--- config.mk ---
export PLATFORM = sky130hd
export DESIGN_NAME = ssp_interp
export DESIGN_NICKNAME = d
export VERILOG_FILES = /design/src/rtl/ssp_pkg.sv /design/src/rtl/ssp_interp.sv
export SDC_FILE = /design/constraint.sdc
export NUM_CORES = 2
export LEC_CHECK = 0
export BUFFER_PORTS_ARGS = -buffer_cell sky130_fd_sc_hd__buf_2
export CELL_PAD_IN_SITES_DETAIL_PLACEMENT = 1
export CELL_PAD_IN_SITES_GLOBAL_PLACEMENT = 1
export CORE_MARGIN = 1.5
export CORE_UTILIZATION = 45
export DETAILED_ROUTE_END_ITERATION = 6
export MAX_ROUTING_LAYER = met4
export PLACE_DENSITY = 0.72
export RECOVER_POWER = 50
export SETUP_SLACK_MARGIN = 0.5
export SLEW_MARGIN = 15
export SYNTH_ARGS = -nofsm -noshare
export SYNTH_HDL_FRONTEND = slang
export SYNTH_SLANG_ARGS = --single-unit
export TNS_END_PERCENT = 5
--- constraint.sdc ---
create_clock -name clk -period 10 [get_ports clk]
set_clock_uncertainty 0.15 [all_clocks]
set_input_delay 0.5 -clock clk [delete_from_list [all_inputs] [get_ports clk]]
set_output_delay 0.5 -clock clk [all_outputs]
set_load 0.005 [all_outputs]
--- src/rtl/ssp_pkg.sv ---
// ----------------------------------------------------------------------------
// ssp_pkg: shared types and constants for the stereo sample player
// Request formats, frame store word, register indexes and fixed widths.
// ----------------------------------------------------------------------------
package ssp_pkg;

	// Store geometry and sample format
	localparam int FRAMES     = 4096;
	localparam int ADDR_W     = 12;
	localparam int SAMPLE_W   = 16;
	localparam int LEN_W      = 13;
	localparam int RATIO_W    = 16;
	localparam int START_W    = 16;

	// Phase: PFB fraction bits. The phase can run well past the span after a
	// shorter length is written in loop mode, so it is kept wide.
	localparam int PFB        = 16;
	localparam int PHASE_W    = 48;
	localparam int RESTART_W  = ADDR_W + START_W;

	// Step = rate(Q4.12) * ratio(Q4.12) >> (24 - PFB)
	localparam int RATE_PROD_W = 33;
	localparam int STEP_SHIFT  = 24 - PFB;
	localparam int STEP_W      = RATE_PROD_W - STEP_SHIFT;

	// Interpolation product: 17-bit difference times unsigned fraction
	localparam int DIFF_W     = SAMPLE_W + 1;
	localparam int LERP_W     = DIFF_W + PFB + 1;

	// Trigger threshold, 0.5 in Q1.15
	localparam logic signed [SAMPLE_W-1:0] TRIG_LEVEL = 16'sd16384;

	// Commands
	localparam logic CMD_LOAD = 1'b0;
	localparam logic CMD_TICK = 1'b1;

	// Configuration register indexes
	localparam int CFG_IDX_W  = 2;
	localparam int CFG_DATA_W = 16;
	localparam logic [CFG_IDX_W-1:0] REG_SAMPLE_LENGTH     = 2'd0;
	localparam logic [CFG_IDX_W-1:0] REG_LOOP_MODE         = 2'd1;
	localparam logic [CFG_IDX_W-1:0] REG_RATE_RATIO        = 2'd2;
	localparam logic [CFG_IDX_W-1:0] REG_TRIGGER_CONNECTED = 2'd3;

	localparam logic [RATIO_W-1:0] RATIO_RESET = 16'd4096;

	typedef struct packed {
		logic                        command;
		logic [ADDR_W-1:0]           frame_index;
		logic signed [SAMPLE_W-1:0]  frame_left;
		logic signed [SAMPLE_W-1:0]  frame_right;
		logic                        load_last;
		logic signed [SAMPLE_W-1:0]  trigger_level;
		logic signed [SAMPLE_W-1:0]  play_rate;
		logic [START_W-1:0]          start_pos;
	} in_item_t;

	typedef struct packed {
		logic signed [SAMPLE_W-1:0] out_left;
		logic signed [SAMPLE_W-1:0] out_right;
		logic                       is_playing;
	} out_item_t;

	// One stereo frame as stored
	typedef struct packed {
		logic signed [SAMPLE_W-1:0] left;
		logic signed [SAMPLE_W-1:0] right;
	} frame_t;

	typedef struct packed {
		logic              en;
		logic [ADDR_W-1:0] addr;
		frame_t            data;
	} mem_wr_t;

	typedef struct packed {
		logic              en;
		logic [ADDR_W-1:0] addr;
	} mem_rd_t;

	// Per-tick control from the phase stage to the interpolator
	typedef struct packed {
		logic           audible;
		logic [PFB-1:0] frac;
		logic           playing;
	} tick_info_t;

endpackage

--- src/rtl/ssp_interp.sv ---
// ----------------------------------------------------------------------------
// ssp_interp: linear interpolation and result register
// Difference times fraction, then add back the first frame.
// ----------------------------------------------------------------------------
module ssp_interp (
	input  logic                 clk,
	input  logic                 arst_n,
	input  logic                 tick_valid,
	input  ssp_pkg::tick_info_t  tick_info,
	output logic                 s2_ready,
	input  ssp_pkg::frame_t      rd_a,
	input  ssp_pkg::frame_t      rd_b,
	output logic                 out_valid,
	input  logic                 out_ready,
	output ssp_pkg::out_item_t   out_data
);

	localparam int SW  = ssp_pkg::SAMPLE_W;
	localparam int DW  = ssp_pkg::DIFF_W;
	localparam int LW  = ssp_pkg::LERP_W;
	localparam int PFB = ssp_pkg::PFB;

	logic                 v2_q;
	ssp_pkg::tick_info_t  info_s2;
	logic                 v3_q;
	logic                 aud_s3;
	logic                 play_s3;
	ssp_pkg::frame_t      a_s3;
	logic signed [LW-1:0] pl_s3;
	logic signed [LW-1:0] pr_s3;
	logic                 out_valid_q;
	ssp_pkg::out_item_t   out_q;

	logic                 out_en;
	logic                 adv3;
	logic signed [DW-1:0] dl;
	logic signed [DW-1:0] dr;
	logic signed [LW-1:0] pl;
	logic signed [LW-1:0] pr;
	logic signed [LW-1:0] sum_l;
	logic signed [LW-1:0] sum_r;

	// Stage enables
	assign out_en   = ~out_valid_q | out_ready;
	assign adv3     = ~v3_q | out_en;
	assign s2_ready = ~v2_q | adv3;

	// Stage 2: frame data arrives from the store
	always_ff @(posedge clk or negedge arst_n) begin
		if (!arst_n) begin
			v2_q <= 1'b0;
		end else if (s2_ready) begin
			v2_q <= tick_valid;
		end
	end

	always_ff @(posedge clk) begin
		if (s2_ready && tick_valid) begin
			info_s2 <= tick_info;
		end
	end

	// Difference times fraction per channel
	assign dl = DW'(rd_b.left)  - DW'(rd_a.left);
	assign dr = DW'(rd_b.right) - DW'(rd_a.right);
	assign pl = dl * $signed({1'b0, info_s2.frac});
	assign pr = dr * $signed({1'b0, info_s2.frac});

	// Stage 3
	always_ff @(posedge clk or negedge arst_n) begin
		if (!arst_n) begin
			v3_q <= 1'b0;
		end else if (adv3) begin
			v3_q <= v2_q;
		end
	end

	always_ff @(posedge clk) begin
		if (adv3 && v2_q) begin
			aud_s3  <= info_s2.audible;
			play_s3 <= info_s2.playing;
			a_s3    <= rd_a;
			pl_s3   <= pl;
			pr_s3   <= pr;
		end
	end

	// a + floor(diff * frac / 2^PFB); result stays between the two frames
	assign sum_l = (pl_s3 >>> PFB) + LW'(a_s3.left);
	assign sum_r = (pr_s3 >>> PFB) + LW'(a_s3.right);

	// Result register
	always_ff @(posedge clk or negedge arst_n) begin
		if (!arst_n) begin
			out_valid_q <= 1'b0;
		end else if (out_en) begin
			out_valid_q <= v3_q;
		end
	end

	always_ff @(posedge clk) begin
		if (out_en && v3_q) begin
			out_q.out_left   <= aud_s3 ? sum_l[SW-1:0] : '0;
			out_q.out_right  <= aud_s3 ? sum_r[SW-1:0] : '0;
			out_q.is_playing <= play_s3;
		end
	end

	assign out_valid = out_valid_q;
	assign out_data  = out_q;

endmodule
# [Yosys cells after proc, flatten, opt, wreduce, memory -nomap -nowiden]
# Cells that the tools add are included.
[totals] regBits=152 out_inout_bits=35 inputBits=86
[classes] n_bitwise=6 reduce_logical=3 n_addsub=4 mul=2
[ops] op="17-bit by 17-bit multiplier with 32-bit output" count=2
[ops] op="16-bit by 16-bit subtractor with 17-bit output" count=2
[ops] op="16-bit adder" count=2
[ops] op="1-bit logical AND" count=3
[ops] op="1-bit inverter" count=3
[ops] op="1-bit bitwise OR" count=3

# [Depth between registers and ports, before layout]
[logic_depth] ltp_word=5 ltp_mapped=34 ltp_nobuf=34

# [Worst setup path before layout]
# Ideal clock, no wire load.
[synth_path] path_type="input port to flip-flop" from="input rd_b[0] in the netlist's numbering" to="register pr_s3[31] (data pin)" arrival_time_ns=7.774 path_slack_ns=1.809 required_ns=9.582 setup_time_ns=0.268 path_buffers=2 cell_stages=32 cell_sequence="inv_1 -> ha_1 -> fa_1 -> nor2b_1 -> o21ai_1 -> a21boi_1 -> o21bai_1 -> a21oi_1 -> o41ai_1 -> a31o_2 -> buf_2 -> nand2_1 -> inv_1 -> fa_1 -> inv_1 -> fa_1 -> clkbuf_1 -> xor2_1 -> xnor2_1 -> fa_1 -> fa_1 -> inv_1 -> fa_1 -> inv_1 -> ha_1 -> a21o_1 -> a21oi_1 -> o21ai_0 -> a21oi_2 -> a21oi_2 -> a21oi_2 -> xnor3_1"
[synth_via] elab_chain_len=2
[synth_rtl] item="start, declared" line="ssp_interp.sv:12" source="input ssp_pkg::frame_t rd_b,"
[synth_rtl] item="16-bit by 16-bit subtractor with 17-bit output" line="ssp_interp.sv:65" source="assign dr = DW'(rd_b.right) - DW'(rd_a.right);"
[synth_rtl] item="17-bit by 17-bit multiplier with 32-bit output" line="ssp_interp.sv:67" source="assign pr = dr * $signed({1'b0, info_s2.frac});"
[synth_rtl] item="via pr[31]" line="ssp_interp.sv:39" source="logic signed [LW-1:0] pr;"
[synth_rtl] item="end signal, assigned" line="ssp_interp.sv:84" source="pr_s3 <= pr;"
[synth_rtl] item="end, declared" line="ssp_interp.sv:30" source="logic signed [LW-1:0] pr_s3;"
# The timed path passes the listed nets, and every way through them passes these cells.
# A chain may end at the register's enable or synchronous reset.

# [Final worst setup path]
[layout_path] from="input rd_a[0] in the netlist's numbering" to="register pr_s3[31] (data pin)"
[layout_via] elab_chain_len=2
[layout_rtl] item="start, declared" line="ssp_interp.sv:11" source="input ssp_pkg::frame_t rd_a,"
[layout_rtl] item="16-bit by 16-bit subtractor with 17-bit output" line="ssp_interp.sv:65"
[layout_rtl] item="17-bit by 17-bit multiplier with 32-bit output" line="ssp_interp.sv:67"
[layout_rtl] item="via pr[31]" line="ssp_interp.sv:39"
# The timed path passes the listed nets, and every way through them passes these cells.

==> out/metrics.cfg <==
[routing]
dr.pass1.iters=5
post_drt_wl_per_cell_um=19.4
viasPerCell=5.15
route.detailed.drc=0
first_iter_violations=843
ant_nets=0
vias=18602
wl_mm=69.9

[setup_path]
r2r-end=pr_s3[31]
reg2reg_from=info_s2[3]
r2r_cells=24
critical_path_class=input port to flop
end_kind=flop
critPathMaxFanout=18
worstPathRequired_ns=10.07
cp_slowest_stage_delay_ns=0.86
crit_top_cell=fa_1
cpMaxStageDelayCell=fa_1
startpoint_type=input port
worst_ep_arrival_time_ns=8.77
reg2reg_setup_slack_ns=2.99

[placement]
dpl-instance-area_um2=27700
dp_hpwl_mm=53.6
io_buffers=120
place_congestion=0.867

[synth]
synth_cell_types=63
yosysWarnings=0
synth_seq_area_share_pct=13.7
synth-edff-count=117
ys_top_cells_by_area=fa_1, edfxtp_1, ha_1
async_flop_share_pct=2.50
synth_top_area_cell=fa_1
synth_top_area_share_pct=39.9
yosys_register_bits=120
synthesis.nets=3579
synthCells=2745
syn_area_um2=26100
syn_avg_cell_area_um2=9.53
synth_top_flop_cell=edfxtp_1

[floorplanning]
rows=88
io-pin-count=121
start_util_pct=45.4
die_y_um=244
core_area_um2=57600
fp.dieW_um=244
dieArea_um2=59600

[clock_tree]
clkTransAtPathRegs_ns=0.07
postCtsSetupRepairBufs=0
numCtsBuffers=17
cts_tree=built
htree_levels=4
clock_latency_ns=0.49
cts.path.max_buffers=2
cts-root-buf=clkbuf_16
cts_sinks=120

[timing]
tns_ns=0
final_max_slew_viol_count=53
whs_ns=0.0412
max_slew_margin_pct=-88.3
fmax_ghz=0.115
finalCritPeriodShare_pct=87.0
worst_slew_pin_slew_ns=2.82
post-route-min-period_ns=8.70
timing_hold_violations_final=0
finalSetupViolCount=0
rsz0062_at_grt=no

[status]
outcome=finished with violations
violations=max-capacitance violations, max-slew violations

[layout]
nNetsFinal=3668
area_growth_pct=8.17
stdcell_area_um2=28300
drive_above_1_share_pct=6.36
final_core_util_pct=49.1
fillers=6590
num_antenna_cells=0

[hold_path]
min_to=info_s2[15]
holdPathStages=1
holdCritStartpoint=tick_info[15]
hold_class=input port to flop

[global_routing]
grt_usage_pct=25.7
grt_pass1_wl_mm=115
grt_pass1_vias=21819
grt_remaining_overflow=0
antenna_found_initial=1
grt_max_degree=67

[run]
maxCapViolCount=2

[stage by stage]
step | setup slack, ns | std cells
floorplan | 1.81 | 2745
global placement | 1.16 | 3576
detailed placement | 0.877 | 3576
CTS | 1.35 | 3612
global route | 0.836 | 3612
finish | 1.30 | 3612
[final cells by class]
type                    count  area [µm²]  area share [%]
clock buffers              17         425            1.50
clock inverters            15         164           0.580
inverters                 694        2610            9.21
multi-input cells        1835       19700            69.5
flip-flops and latches    120        3590            12.7
well taps                 765         957            3.38
repair buffers            166         893            3.16
[synth_stat cells, types with 6 or more instances]
master    count
nand3_1      32
ha_1        227
nor2_1       54
and3_1       21
nor3_1       26
clkbuf_1     84
o21ai_0      32
nand2_1     277
a22o_1        6
nand2b_1     29
nor2b_1      61
o21ai_1      10
fa_1        521
a21o_1       17
a31oi_1      15
edfxtp_1    117
a21oi_1      54
xnor2_1      83
xor2_1       35
inv_1       694
o21a_1       12
o21bai_1      8
buf_2        10
and2_1      241
[cells by family (layout without fill, tap and decap cells)]
| family | Yosys count | count (layout) | synth area share (%) |
|---|---|---|---|
| mux | 2 | 2 | 0.0766 |
| simple gates | 772 | 772 | 15.2 |
| fa+ha+maj | 748 | 748 | 50.8 |
| xor+xnor | 119 | 119 | 4.04 |
| compound gates | 194 | 194 | 4.85 |
| flops | 120 | 120 | 13.7 |
| buf+inv | 790 | 892 | 11.4 |
[how the worst max path moves through the flow]
stage,slack (ns),cells after the start,startpoint,to
global placement,1.16,30,rd_a[0],pr_s3[31]
finish,1.30,30,rd_a[0],pr_s3[31]
global route,0.84,31,rd_b[0],pr_s3[31]
CTS,1.35,30,rd_a[0],pr_s3[31]
detailed placement,0.88,30,rd_a[0],pr_s3[31]
floorplan,1.81,32,rd_b[0],pr_s3[31]
[repair_timing]
action / 4_1_cts / 5_1_grt
hold buffers: 4 / 0
resized for setup: 0 / 0
endpoints found under the hold margin: 6 / 0
[cell usage in the layout, fill, tap and decap left out, drive strengths merged, types with 15 or more instances in the layout]
cell type / instances
and2: 241
nand2: 277
nor2b: 61
nor3: 27
nor2: 54
a31oi: 15
ha: 227
and3: 21
xor2: 35
nand3: 33
edfxtp: 117
a21o: 17
xnor2: 83
fa: 521
o21ai: 42
nand2b: 29
inv: 700
a21oi: 58
clkbuf: 61
buf: 118
[worst max-delay path, delay by kind of cell]
kind,cells,cell delay [ns]
simple gates,2,0.31
buf+inv,5,0.46
fa+ha+maj,8,4.02
compound gates,12,2.36
xor+xnor,3,1.08
[flip-flops by register name, indices dropped and copies added, names as in the netlist]
signal     count
out_data      33
a_s3          32
info_s2       18
pl_s3         16
pr_s3         16
aud_s3         1
out_valid      1
play_s3        1
v2_q           1
v3_q           1
[routing by layer]
metal / part of all wire (%) / vias to the layer above / track usage [%] / routed length, µm
met3: 2.8 / 92 / 2.71 / 1940
met2: 52 / 274 / 45.4 / 36600
met4: 2.6 / 0 / 7.33 / 1830
met1: 42 / 9852 / 31.2 / 29600
li1: - / 8384 / - / -
met5: 0 / - / - / 0
Power is left out: the tool's default activity adds up to more than one toggle a clock period on the data nets, which glitch-free logic cannot reach.
