[config.mk]
export PLATFORM = sky130hd
export DESIGN_NAME = ssp_phase_ctrl
export DESIGN_NICKNAME = d
export VERILOG_FILES = /design/src/rtl/ssp_pkg.sv /design/src/rtl/ssp_phase_ctrl.sv
export SDC_FILE = /design/constraint.sdc
export NUM_CORES = 2
export LEC_CHECK = 0
export ABC_AREA = 1
export BUFFER_PORTS_ARGS = -buffer_cell sky130_fd_sc_hd__buf_4
export CORE_MARGIN = 5
export CORE_UTILIZATION = 37
export DETAILED_ROUTE_END_ITERATION = 10
export PLACE_DENSITY_LB_ADDON = 0.1
export SYNTH_ARGS = -nofsm -noshare
export SYNTH_HDL_FRONTEND = slang
export SYNTH_SLANG_ARGS = --single-unit
[constraint.sdc]
create_clock -name clk -period 8.86 [get_ports clk]
set_clock_uncertainty 0.2 [all_clocks]
set_input_delay 0.886 -clock clk [delete_from_list [all_inputs] [get_ports clk]]
set_output_delay 0.886 -clock clk [all_outputs]
set_load 0.01 [all_outputs]
[src/rtl/ssp_pkg.sv]
// ----------------------------------------------------------------------------
// ssp_pkg: shared types and constants for the stereo sample player
// Request formats, frame store word, register indexes and fixed widths.
// ----------------------------------------------------------------------------
package ssp_pkg;

	// Store geometry and sample format
	localparam int FRAMES     = 4096;
	localparam int ADDR_W     = 12;
	localparam int SAMPLE_W   = 16;
	localparam int LEN_W      = 13;
	localparam int RATIO_W    = 16;
	localparam int START_W    = 16;

	// Phase: PFB fraction bits. The phase can run well past the span after a
	// shorter length is written in loop mode, so it is kept wide.
	localparam int PFB        = 16;
	localparam int PHASE_W    = 48;
	localparam int RESTART_W  = ADDR_W + START_W;

	// Step = rate(Q4.12) * ratio(Q4.12) >> (24 - PFB)
	localparam int RATE_PROD_W = 33;
	localparam int STEP_SHIFT  = 24 - PFB;
	localparam int STEP_W      = RATE_PROD_W - STEP_SHIFT;

	// Interpolation product: 17-bit difference times unsigned fraction
	localparam int DIFF_W     = SAMPLE_W + 1;
	localparam int LERP_W     = DIFF_W + PFB + 1;

	// Trigger threshold, 0.5 in Q1.15
	localparam logic signed [SAMPLE_W-1:0] TRIG_LEVEL = 16'sd16384;

	// Commands
	localparam logic CMD_LOAD = 1'b0;
	localparam logic CMD_TICK = 1'b1;

	// Configuration register indexes
	localparam int CFG_IDX_W  = 2;
	localparam int CFG_DATA_W = 16;
	localparam logic [CFG_IDX_W-1:0] REG_SAMPLE_LENGTH     = 2'd0;
	localparam logic [CFG_IDX_W-1:0] REG_LOOP_MODE         = 2'd1;
	localparam logic [CFG_IDX_W-1:0] REG_RATE_RATIO        = 2'd2;
	localparam logic [CFG_IDX_W-1:0] REG_TRIGGER_CONNECTED = 2'd3;

	localparam logic [RATIO_W-1:0] RATIO_RESET = 16'd4096;

	typedef struct packed {
		logic                        command;
		logic [ADDR_W-1:0]           frame_index;
		logic signed [SAMPLE_W-1:0]  frame_left;
		logic signed [SAMPLE_W-1:0]  frame_right;
		logic                        load_last;
		logic signed [SAMPLE_W-1:0]  trigger_level;
		logic signed [SAMPLE_W-1:0]  play_rate;
		logic [START_W-1:0]          start_pos;
	} in_item_t;

	typedef struct packed {
		logic signed [SAMPLE_W-1:0] out_left;
		logic signed [SAMPLE_W-1:0] out_right;
		logic                       is_playing;
	} out_item_t;

	// One stereo frame as stored
	typedef struct packed {
		logic signed [SAMPLE_W-1:0] left;
		logic signed [SAMPLE_W-1:0] right;
	} frame_t;

	typedef struct packed {
		logic              en;
		logic [ADDR_W-1:0] addr;
		frame_t            data;
	} mem_wr_t;

	typedef struct packed {
		logic              en;
		logic [ADDR_W-1:0] addr;
	} mem_rd_t;

	// Per-tick control from the phase stage to the interpolator
	typedef struct packed {
		logic           audible;
		logic [PFB-1:0] frac;
		logic           playing;
	} tick_info_t;

endpackage

[src/rtl/ssp_phase_ctrl.sv]
// ----------------------------------------------------------------------------
// ssp_phase_ctrl: configuration, request register and playback state
// Executes loads and advances phase, playing and trigger history per tick.
// ----------------------------------------------------------------------------
module ssp_phase_ctrl (
	input  logic                                clk,
	input  logic                                arst_n,
	input  logic                                in_valid,
	output logic                                in_ready,
	input  ssp_pkg::in_item_t                   in_data,
	input  logic                                cfg_valid,
	output logic                                cfg_ready,
	input  logic [ssp_pkg::CFG_IDX_W-1:0]       cfg_index,
	input  logic [ssp_pkg::CFG_DATA_W-1:0]      cfg_data,
	input  logic                                s2_ready,
	output ssp_pkg::mem_wr_t                    mem_wr,
	output ssp_pkg::mem_rd_t                    mem_rd,
	output logic                                tick_valid,
	output ssp_pkg::tick_info_t                 tick_info
);

	localparam int AW  = ssp_pkg::ADDR_W;
	localparam int PW  = ssp_pkg::PHASE_W;
	localparam int PFB = ssp_pkg::PFB;

	// Configuration registers (length kept as span = saturated length - 1)
	logic                           loop_q;
	logic [ssp_pkg::RATIO_W-1:0]    ratio_q;
	logic                           trig_conn_q;
	logic [AW-1:0]                  span_q;
	logic                           len_ok_q;

	// Playback state
	logic signed [PW-1:0]           phase_q;
	logic                           playing_q;
	logic                           prev_trig_q;

	// Stage 1 request register
	logic                           v1_q;
	logic                           cmd_s1;
	logic [AW-1:0]                  idx_s1;
	ssp_pkg::frame_t                frame_s1;
	logic                           last_s1;
	logic                           trig_high_s1;
	logic [ssp_pkg::RESTART_W-1:0]  restart_s1;
	logic signed [ssp_pkg::STEP_W-1:0] step_s1;

	logic [ssp_pkg::LEN_W-1:0]      cfg_len;
	logic [ssp_pkg::LEN_W-1:0]      cfg_len_sat;
	logic [ssp_pkg::RESTART_W-1:0]  restart_c;
	logic signed [ssp_pkg::RATE_PROD_W-1:0] rate_prod_c;

	logic                           adv1;
	logic                           fire1;
	logic                           rise;
	logic                           play_base;
	logic signed [PW-1:0]           base;
	logic signed [PW-1:0]           step_ext;
	logic signed [PW-1:0]           span_p;
	logic signed [PW-1:0]           nxt;
	logic signed [PW-1:0]           nxt_hi;
	logic signed [PW-1:0]           nxt_lo;
	logic                           base_over;
	logic                           nxt_over;
	logic [AW-1:0]                  rd_addr;
	logic [PFB-1:0]                 rd_frac;
	logic signed [PW-1:0]           phase_d;
	logic                           play_d;
	logic                           prev_d;

	// Configuration port: always ready; writes must land only while idle, which the block itself does not enforce
	assign cfg_ready   = 1'b1;
	assign cfg_len     = cfg_data[ssp_pkg::LEN_W-1:0];
	assign cfg_len_sat = (cfg_len > ssp_pkg::LEN_W'(ssp_pkg::FRAMES)) ?
		ssp_pkg::LEN_W'(ssp_pkg::FRAMES) : cfg_len;

	always_ff @(posedge clk or negedge arst_n) begin
		if (!arst_n) begin
			loop_q      <= 1'b0;
			ratio_q     <= ssp_pkg::RATIO_RESET;
			trig_conn_q <= 1'b0;
			span_q      <= '0;
			len_ok_q    <= 1'b0;
		end else if (cfg_valid) begin
			unique case (cfg_index)
				ssp_pkg::REG_SAMPLE_LENGTH: begin
					len_ok_q <= (cfg_len >= ssp_pkg::LEN_W'(2));
					span_q   <= AW'(cfg_len_sat - ssp_pkg::LEN_W'(1));
				end
				ssp_pkg::REG_LOOP_MODE:         loop_q      <= cfg_data[0];
				ssp_pkg::REG_RATE_RATIO:        ratio_q     <= cfg_data[ssp_pkg::RATIO_W-1:0];
				ssp_pkg::REG_TRIGGER_CONNECTED: trig_conn_q <= cfg_data[0];
			endcase
		end
	end

	// Request handshake: a load always retires, a tick needs room downstream
	assign adv1     = ~v1_q | (cmd_s1 == ssp_pkg::CMD_LOAD) | s2_ready;
	assign in_ready = adv1;
	assign fire1    = v1_q & adv1;

	// Products formed on accept: restart point and phase step.
	// With PFB equal to the start_pos fraction width the restart phase is the
	// plain product. A 16-bit rate already lies inside +/-8.0.
	assign restart_c   = ssp_pkg::RESTART_W'(in_data.start_pos) * ssp_pkg::RESTART_W'(span_q);
	assign rate_prod_c = in_data.play_rate * $signed({1'b0, ratio_q});

	always_ff @(posedge clk or negedge arst_n) begin
		if (!arst_n) begin
			v1_q <= 1'b0;
		end else if (adv1) begin
			v1_q <= in_valid;
		end
	end

	always_ff @(posedge clk) begin
		if (in_valid && adv1) begin
			cmd_s1       <= in_data.command;
			idx_s1       <= in_data.frame_index;
			frame_s1     <= '{left: in_data.frame_left, right: in_data.frame_right};
			last_s1      <= in_data.load_last;
			trig_high_s1 <= (in_data.trigger_level > ssp_pkg::TRIG_LEVEL);
			restart_s1   <= restart_c;
			step_s1      <= ssp_pkg::STEP_W'(rate_prod_c >>> ssp_pkg::STEP_SHIFT);
		end
	end

	// Trigger edge and phase to read at
	assign rise      = trig_high_s1 & ~prev_trig_q;
	assign play_base = rise | playing_q;
	assign base      = rise ? $signed({{(PW-ssp_pkg::RESTART_W){1'b0}}, restart_s1}) : phase_q;
	assign span_p    = $signed({{(PW-AW-PFB){1'b0}}, span_q, {PFB{1'b0}}});
	assign base_over = (base >= span_p);

	// Read position saturated into [0, span_p - 1]
	always_comb begin
		if (base[PW-1]) begin
			rd_addr = '0;
			rd_frac = '0;
		end else if (base_over) begin
			rd_addr = span_q - AW'(1);
			rd_frac = '1;
		end else begin
			rd_addr = base[PFB+AW-1:PFB];
			rd_frac = base[PFB-1:0];
		end
	end

	// Phase advance with single wrap at either end
	assign step_ext = PW'(step_s1);
	assign nxt      = base + step_ext;
	assign nxt_hi   = nxt - span_p;
	assign nxt_lo   = nxt + span_p;
	assign nxt_over = (nxt >= span_p);

	always_comb begin
		phase_d = phase_q;
		play_d  = playing_q;
		prev_d  = prev_trig_q;
		if (fire1) begin
			if (cmd_s1 == ssp_pkg::CMD_LOAD) begin
				if (last_s1) begin
					phase_d = '0;
					play_d  = loop_q | ~trig_conn_q;
				end
			end else if (len_ok_q) begin
				prev_d  = trig_high_s1;
				play_d  = play_base;
				phase_d = base;
				if (play_base) begin
					phase_d = nxt;
					priority if (nxt_over) begin
						if (loop_q) phase_d = nxt_hi;
						else        play_d  = 1'b0;
					end else if (nxt[PW-1]) begin
						if (loop_q) phase_d = nxt_lo;
						else        play_d  = 1'b0;
					end
				end
			end
		end
	end

	always_ff @(posedge clk or negedge arst_n) begin
		if (!arst_n) begin
			phase_q     <= '0;
			playing_q   <= 1'b0;
			prev_trig_q <= 1'b0;
		end else begin
			phase_q     <= phase_d;
			playing_q   <= play_d;
			prev_trig_q <= prev_d;
		end
	end

	// Store access; every 12-bit index lies inside the store
	assign mem_wr.en   = fire1 & (cmd_s1 == ssp_pkg::CMD_LOAD);
	assign mem_wr.addr = idx_s1;
	assign mem_wr.data = frame_s1;

	assign tick_valid  = v1_q & (cmd_s1 == ssp_pkg::CMD_TICK);
	assign mem_rd.en   = tick_valid & s2_ready;
	assign mem_rd.addr = rd_addr;

	assign tick_info.audible = len_ok_q & play_base;
	assign tick_info.frac    = rd_frac;
	assign tick_info.playing = play_d;

endmodule

Word level (Yosys, flattened, before mapping):

Index checks and enable logic that the tools add are counted.

* bits in registers: 182
* bits in latches: 0
* memory bits (writable): 0
* bits in read-only memories: 0
* input port bits: 117
* output and inout bits: 79
* word-level logic and storage cells: 78
* memories kept: 0

* $add $sub $neg: 5
* $mul: 2
* divide/modulo/power cells: 0
* $lt $le $gt $ge: 5
* eq/ne operators: 4
* shift operators: 0
* multiplexer cells: 22
* bitwise operators: 14
* reductions and logical operators: 9

Operators with widths (count)
* 48-bit 2-to-1 mux: 9
* 48-bit by 29-bit >= comparator with 1-bit output: 2
* 48-bit by 25-bit adder with 48-bit output: 1
* 48-bit by 29-bit adder with 48-bit output: 1
* 48-bit by 29-bit subtractor with 48-bit output: 1
* 12-bit 2-to-1 mux: 3
* 16-bit by 17-bit multiplier with 33-bit output: 1
* 16-bit 2-to-1 mux: 2
* 16-bit by 12-bit multiplier with 28-bit output: 1
* 12-bit by 1-bit subtractor with 12-bit output (second input constant): 2
* 16-bit > comparator (second input constant): 1
* 13-bit by 2-bit >= comparator with 1-bit output (second input constant): 1
* 13-bit > comparator (second input constant): 1
* 1-bit 2-to-1 mux: 8
* 2-bit AND reduction: 4
* 1-bit AND: 6
* 3-bit AND reduction: 2
* 2-bit == test (second input constant): 2
* 1-bit inverter: 4
* 1-bit bitwise OR: 4
* 2-bit by 1-bit == test with 1-bit output (second input constant): 1
* 2-bit zero test: 1
* 2-bit inequality test (second input constant): 1
* 2-bit nonzero test: 1
* 1-bit logical AND: 1

Longest topological paths before layout:

* depth in word-level cells: 11
* depth in mapped cells: 40
* mapped depth without buffers: 39

Worst setup path before layout:

No wires, ideal clock.

* path kind: input to register
* start: input port in_data[18] (netlist bit)
* end: register step_s1[23] (netlist bit) (data pin)
* library setup time: 262 ps
* arrival time: 6267 ps
* data required time: 8398 ps
* setup slack: 2131 ps
* stages: 22
* buffers on the path: 2
* cells stage by stage: clkbuf_1 > clkbuf_1 > nand2_1 > fa_1 > inv_1 > fa_1 > inv_1 > fa_1 > fa_1 > inv_1 > fa_1 > fa_1 > ha_1 > a21oi_1 > o21ai_0 > a21oi_1 > o21ai_2 > a21boi_0 > o21ai_1 > a21boi_0 > o21ai_1 > xor2_1

* longest elaborated chain between the ends: 1

Ends and longest elaborated chain
* start, declared: line ssp_phase_ctrl.sv:10 `input ssp_pkg::in_item_t in_data,`
* 16-bit by 17-bit multiplier with 33-bit output: line ssp_phase_ctrl.sv:106 `assign rate_prod_c = in_data.play_rate * $signed({1'b0, ratio_q});`
* named net rate_prod_c, one bit: line ssp_phase_ctrl.sv:51 `logic signed [ssp_pkg::RATE_PROD_W-1:0] rate_prod_c;`
* end signal, assigned: line ssp_phase_ctrl.sv:124 `step_s1 <= ssp_pkg::STEP_W'(rate_prod_c >>> ssp_pkg::STEP_SHIFT);`
* end, declared: line ssp_phase_ctrl.sv:46 `logic signed [ssp_pkg::STEP_W-1:0] step_s1;`

The timed path passes the listed nets, and every way through them passes these cells.
A chain may end at the register's enable or synchronous reset.

==> impl_metrics.prom <==
# TYPE chip_impl_metric gauge
chip_impl_metric{name="post_synth.cell_area_avg",unit="sq um"} 7.29
chip_impl_info{name="worst_setup_path_end_kind",value="primary output"} 1
chip_impl_metric{name="port_buffers",unit=""} 194
chip_impl_metric{name="numPlacedInstances",unit=""} 5170
chip_impl_metric{name="setup_violators_final",unit=""} 0
chip_impl_info{name="timing.critical_path.mode_cell",value="nand2_1"} 1
chip_impl_metric{name="grt_antenna_before_repair",unit=""} 2
chip_impl_metric{name="clk_pin_slew_worst_paths",unit="ns"} 0.10
chip_impl_info{name="status",value="complete, no violations"} 1
chip_impl_metric{name="final-max-slew-violation-count",unit=""} 0
chip_impl_metric{name="timing.max_cap.violations",unit=""} 0
chip_impl_metric{name="footprint_of_the_multi_input_gates",unit="sq um"} 20400
chip_impl_metric{name="multiplexer_fraction_of_the_synthesized_cell_area",unit="%"} 0.225
chip_impl_metric{name="maxSlewHeadroom",unit="%"} 26.0
chip_impl_metric{name="worst_path_largest_cell_delay",unit="ns"} 0.62
chip_impl_metric{name="post-synth-top-area-fraction",unit="%"} 22.9
chip_impl_metric{name="drt-wirelength-per-cell",unit="um"} 19.5
chip_impl_metric{name="synthesized_area_fraction_occupied_by_ao_oa_aoi_and_oai_cells",unit="%"} 8.12
chip_impl_info{name="hold_class",value="in2async"} 1
chip_impl_metric{name="worst_ep_required_time",unit="ns"} 7.77
chip_impl_metric{name="stdcell_count",unit=""} 5203
chip_impl_metric{name="post_drt_via_cell_ratio",unit=""} 4.96
chip_impl_metric{name="cts_buffers",unit=""} 17
chip_impl_metric{name="postSynthNetCount",unit=""} 4761
chip_impl_metric{name="timing.final.hold_violations",unit=""} 0
chip_impl_metric{name="count_of_state_elements_after_synthesis",unit=""} 182
chip_impl_metric{name="signal_arrival_time_at_the_worst_endpoint",unit="ns"} 6.96
chip_impl_info{name="yosysTopAreaCell",value="fa_1"} 1
chip_impl_metric{name="die_area",unit="sq um"} 85300
chip_impl_metric{name="worst-slew-pin-transition",unit="ns"} 1.11
chip_impl_metric{name="netlist_instances",unit=""} 4037
chip_impl_metric{name="firstDrtPassIters",unit=""} 6
chip_impl_metric{name="achievable-frequency",unit="MHz"} 124
chip_impl_metric{name="final_min_period_over_clock_period",unit="%"} 90.8
chip_impl_metric{name="top_level_ports",unit=""} 196
chip_impl_metric{name="worstRegToRegCells",unit=""} 30
chip_impl_metric{name="detail-route-antenna-nets",unit=""} 0
chip_impl_metric{name="synth-edff-count",unit=""} 100
chip_impl_metric{name="detail_route.wirelength",unit="um"} 102000
chip_impl_metric{name="post_synthesis_cell_type_count",unit=""} 67
chip_impl_metric{name="grt_pass1_vias",unit=""} 25755
chip_impl_metric{name="die_y",unit="um"} 292
chip_impl_metric{name="num-fill-cells",unit=""} 8353
chip_impl_metric{name="yosys_warnings",unit=""} 0
chip_impl_info{name="clockRootBuffer",value="clkbuf_16"} 1
chip_impl_metric{name="finalSetupTns",unit="ns"} 0
chip_impl_metric{name="drive_gt1_share",unit="%"} 9.34
chip_impl_info{name="cts_tree",value="done"} 1
chip_impl_metric{name="place_congestion",unit=""} 0.960
chip_impl_metric{name="synthesized_area_fraction_occupied_by_adder_cells",unit="%"} 34.4
chip_impl_info{name="grt_setup_unrepaired",value="false"} 1
chip_impl_info{name="dominant_combinational_cell_family_by_area_after_synthesis",value="adder cells"} 1
chip_impl_metric{name="dieWidth",unit="um"} 292
chip_impl_metric{name="post_cts.resized_instances",unit=""} 0
chip_impl_info{name="cp_slowest_cell",value="o21ai_0"} 1
chip_impl_metric{name="reg2reg_setup_slack",unit="ns"} 2.12
chip_impl_metric{name="pin_count_of_the_biggest_net_entering_global_routing",unit=""} 60
chip_impl_metric{name="core_area",unit="sq um"} 79000
chip_impl_info{name="critPathKind",value="reg2out"} 1
chip_impl_info{name="synth_commonest_cells",value="nand2_1, inv_1, fa_1, ha_1, nor2_1"} 1
chip_impl_metric{name="synth.cell_area",unit="sq um"} 29400
chip_impl_metric{name="drcViolationCount",unit=""} 0
chip_impl_metric{name="cts.path.max_buffers",unit=""} 2
chip_impl_metric{name="grt_overflow_total",unit=""} 0
chip_impl_metric{name="postCtsSetupBuffers",unit=""} 0
chip_impl_metric{name="core.rowCount",unit=""} 103
chip_impl_metric{name="worstSkewPairLatency",unit="ns"} 0.50
chip_impl_metric{name="post_synthesis_sequential_area_ratio",unit="%"} 17.2
chip_impl_metric{name="synthToLayoutAreaGrowth",unit="%"} 10.7
chip_impl_metric{name="drt-initial-drc-count",unit=""} 1723
chip_impl_metric{name="xor_xnor_fraction_of_synth_area",unit="%"} 2.95
chip_impl_metric{name="synthArstFlopShare",unit="%"} 45.1
chip_impl_metric{name="dp.final_hpwl",unit="um"} 83000
chip_impl_metric{name="cp_max_fo",unit=""} 44
chip_impl_metric{name="starting_utilization_of_the_core_area",unit="%"} 37.3
chip_impl_metric{name="hold-worst-slack",unit="ns"} 0.176
chip_impl_metric{name="num_vias",unit=""} 25829
chip_impl_metric{name="yosys.area_share.simple",unit="%"} 23.6
chip_impl_metric{name="cts_hold_buf",unit=""} 0
chip_impl_metric{name="ctsHtreeMaxLevel",unit=""} 4
chip_impl_info{name="post_synth_main_area_contributors",value="fa_1, nand2_1, ha_1"} 1
chip_impl_metric{name="design.final.nets",unit=""} 4863
chip_impl_info{name="postSynth.topFlopCell",value="edfxtp_1"} 1
chip_impl_metric{name="grt_pass1_wl",unit="um"} 157000
chip_impl_info{name="setup.worst_path.start_class",value="register"} 1
chip_impl_metric{name="global_route.usage.total",unit="%"} 23.6
chip_impl_metric{name="clock_sinks",unit=""} 182
chip_impl_info{name="post-synth-top-count-cell",value="nand2_1"} 1
chip_impl_metric{name="ff_latch_area",unit="sq um"} 5060
chip_impl_metric{name="period_minus_slack",unit="ns"} 8.05
-- flip-flops by register name, summed over array words and instances, names as in the netlist --
name and flops:
len_ok_q 1, trig_high_s1 1, idx_s1 12, ratio_q 16, step_s1 25, restart_s1 28
v1_q 1, prev_trig_q 1, playing_q 1, loop_q 1, mem_wr 32, trig_conn_q 1
last_s1 1, cmd_s1 1, span_q 12, phase_q 48
-- worst max-delay path, delay by kind of cell, from the launching register on --
kind / cells / cell delay [ns]
adders and majority gates: 2 / 0.86
AOI/OAI and AO/OA: 6 / 1.88
xor gates and xnor gates: 1 / 0.34
and+or+nand+nor: 14 / 2.12
buffers and inverters: 5 / 0.81
DFF: 1 / 0.42
-- kinds of logic after synthesis --
group / after synthesis
mux: 6
compound gates: 429
fa+ha+maj: 607
simple gates: 1669
flops: 182
other cells: 1
buf+inv: 1048
xor+xnor: 95
-- final timing paths --
kind / startpoint / end
setup / recovery: prev_trig_q / tick_info[0]
hold / removal: arst_n / phase_q[33]
setup reg to reg: prev_trig_q / phase_q[40]
hold reg to reg: phase_q[30] / phase_q[30]
max in group asynchronous: arst_n / ratio_q[1]
min in group clk: phase_q[30] / phase_q[30]
-- area by class of cell --
type / instances / share of cell area, %
clock buffers: 17 / 1.31
clock inverters: 15 / 0.710
well taps: 1050 / 4.03
diodes: 1 / 0.00768
repair buffers: 236 / 5.44
multi-input cells: 2807 / 62.7
inverters: 895 / 10.3
flip-flops and latches: 182 / 15.5
-- per-layer routing --
layer | global-route usage [%] | wire length, um | up-vias
met4 | 6.14 | 2650 | 0
li1 | - | - | 12517
met1 | 34.0 | 47900 | 12557
met2 | 38.0 | 46000 | 648
met3 | 2.74 | 5070 | 107
met5 | 0 | 0 | -
-- through the flow --
stage | utilization (%) | setup WS, ns | cell area [sq um]
final | 41.2 | 0.813 | 32600
after detailed placement | 40.4 | 1.46 | 31900
after floorplan | - | 2.13 | 29400
after global placement | 40.4 | 1.49 | 31900
after global routing | 41.2 | 0.346 | 32600
after CTS | 41.2 | 0.870 | 32600
-- cells in the final DEF, fill, tap and decap left out, drive strengths merged, types with 6 or more instances in the layout --
cell type	instances
a21boi	6
a21oi	156
a31oi	10
buf	236
clkbuf	17
dfrtp	81
edfxtp	100
fa	336
ha	271
inv	905
nand2	1171
nand3	155
nand3b	8
nand4	34
nor2	233
nor3	25
nor4	16
o211ai	12
o21a	6
o21ai	191
o21bai	13
or2	19
xnor2	26
xor2	69
Power is left out: the tool's default activity adds up to more than one toggle a clock period on the data nets, which glitch-free logic cannot reach.
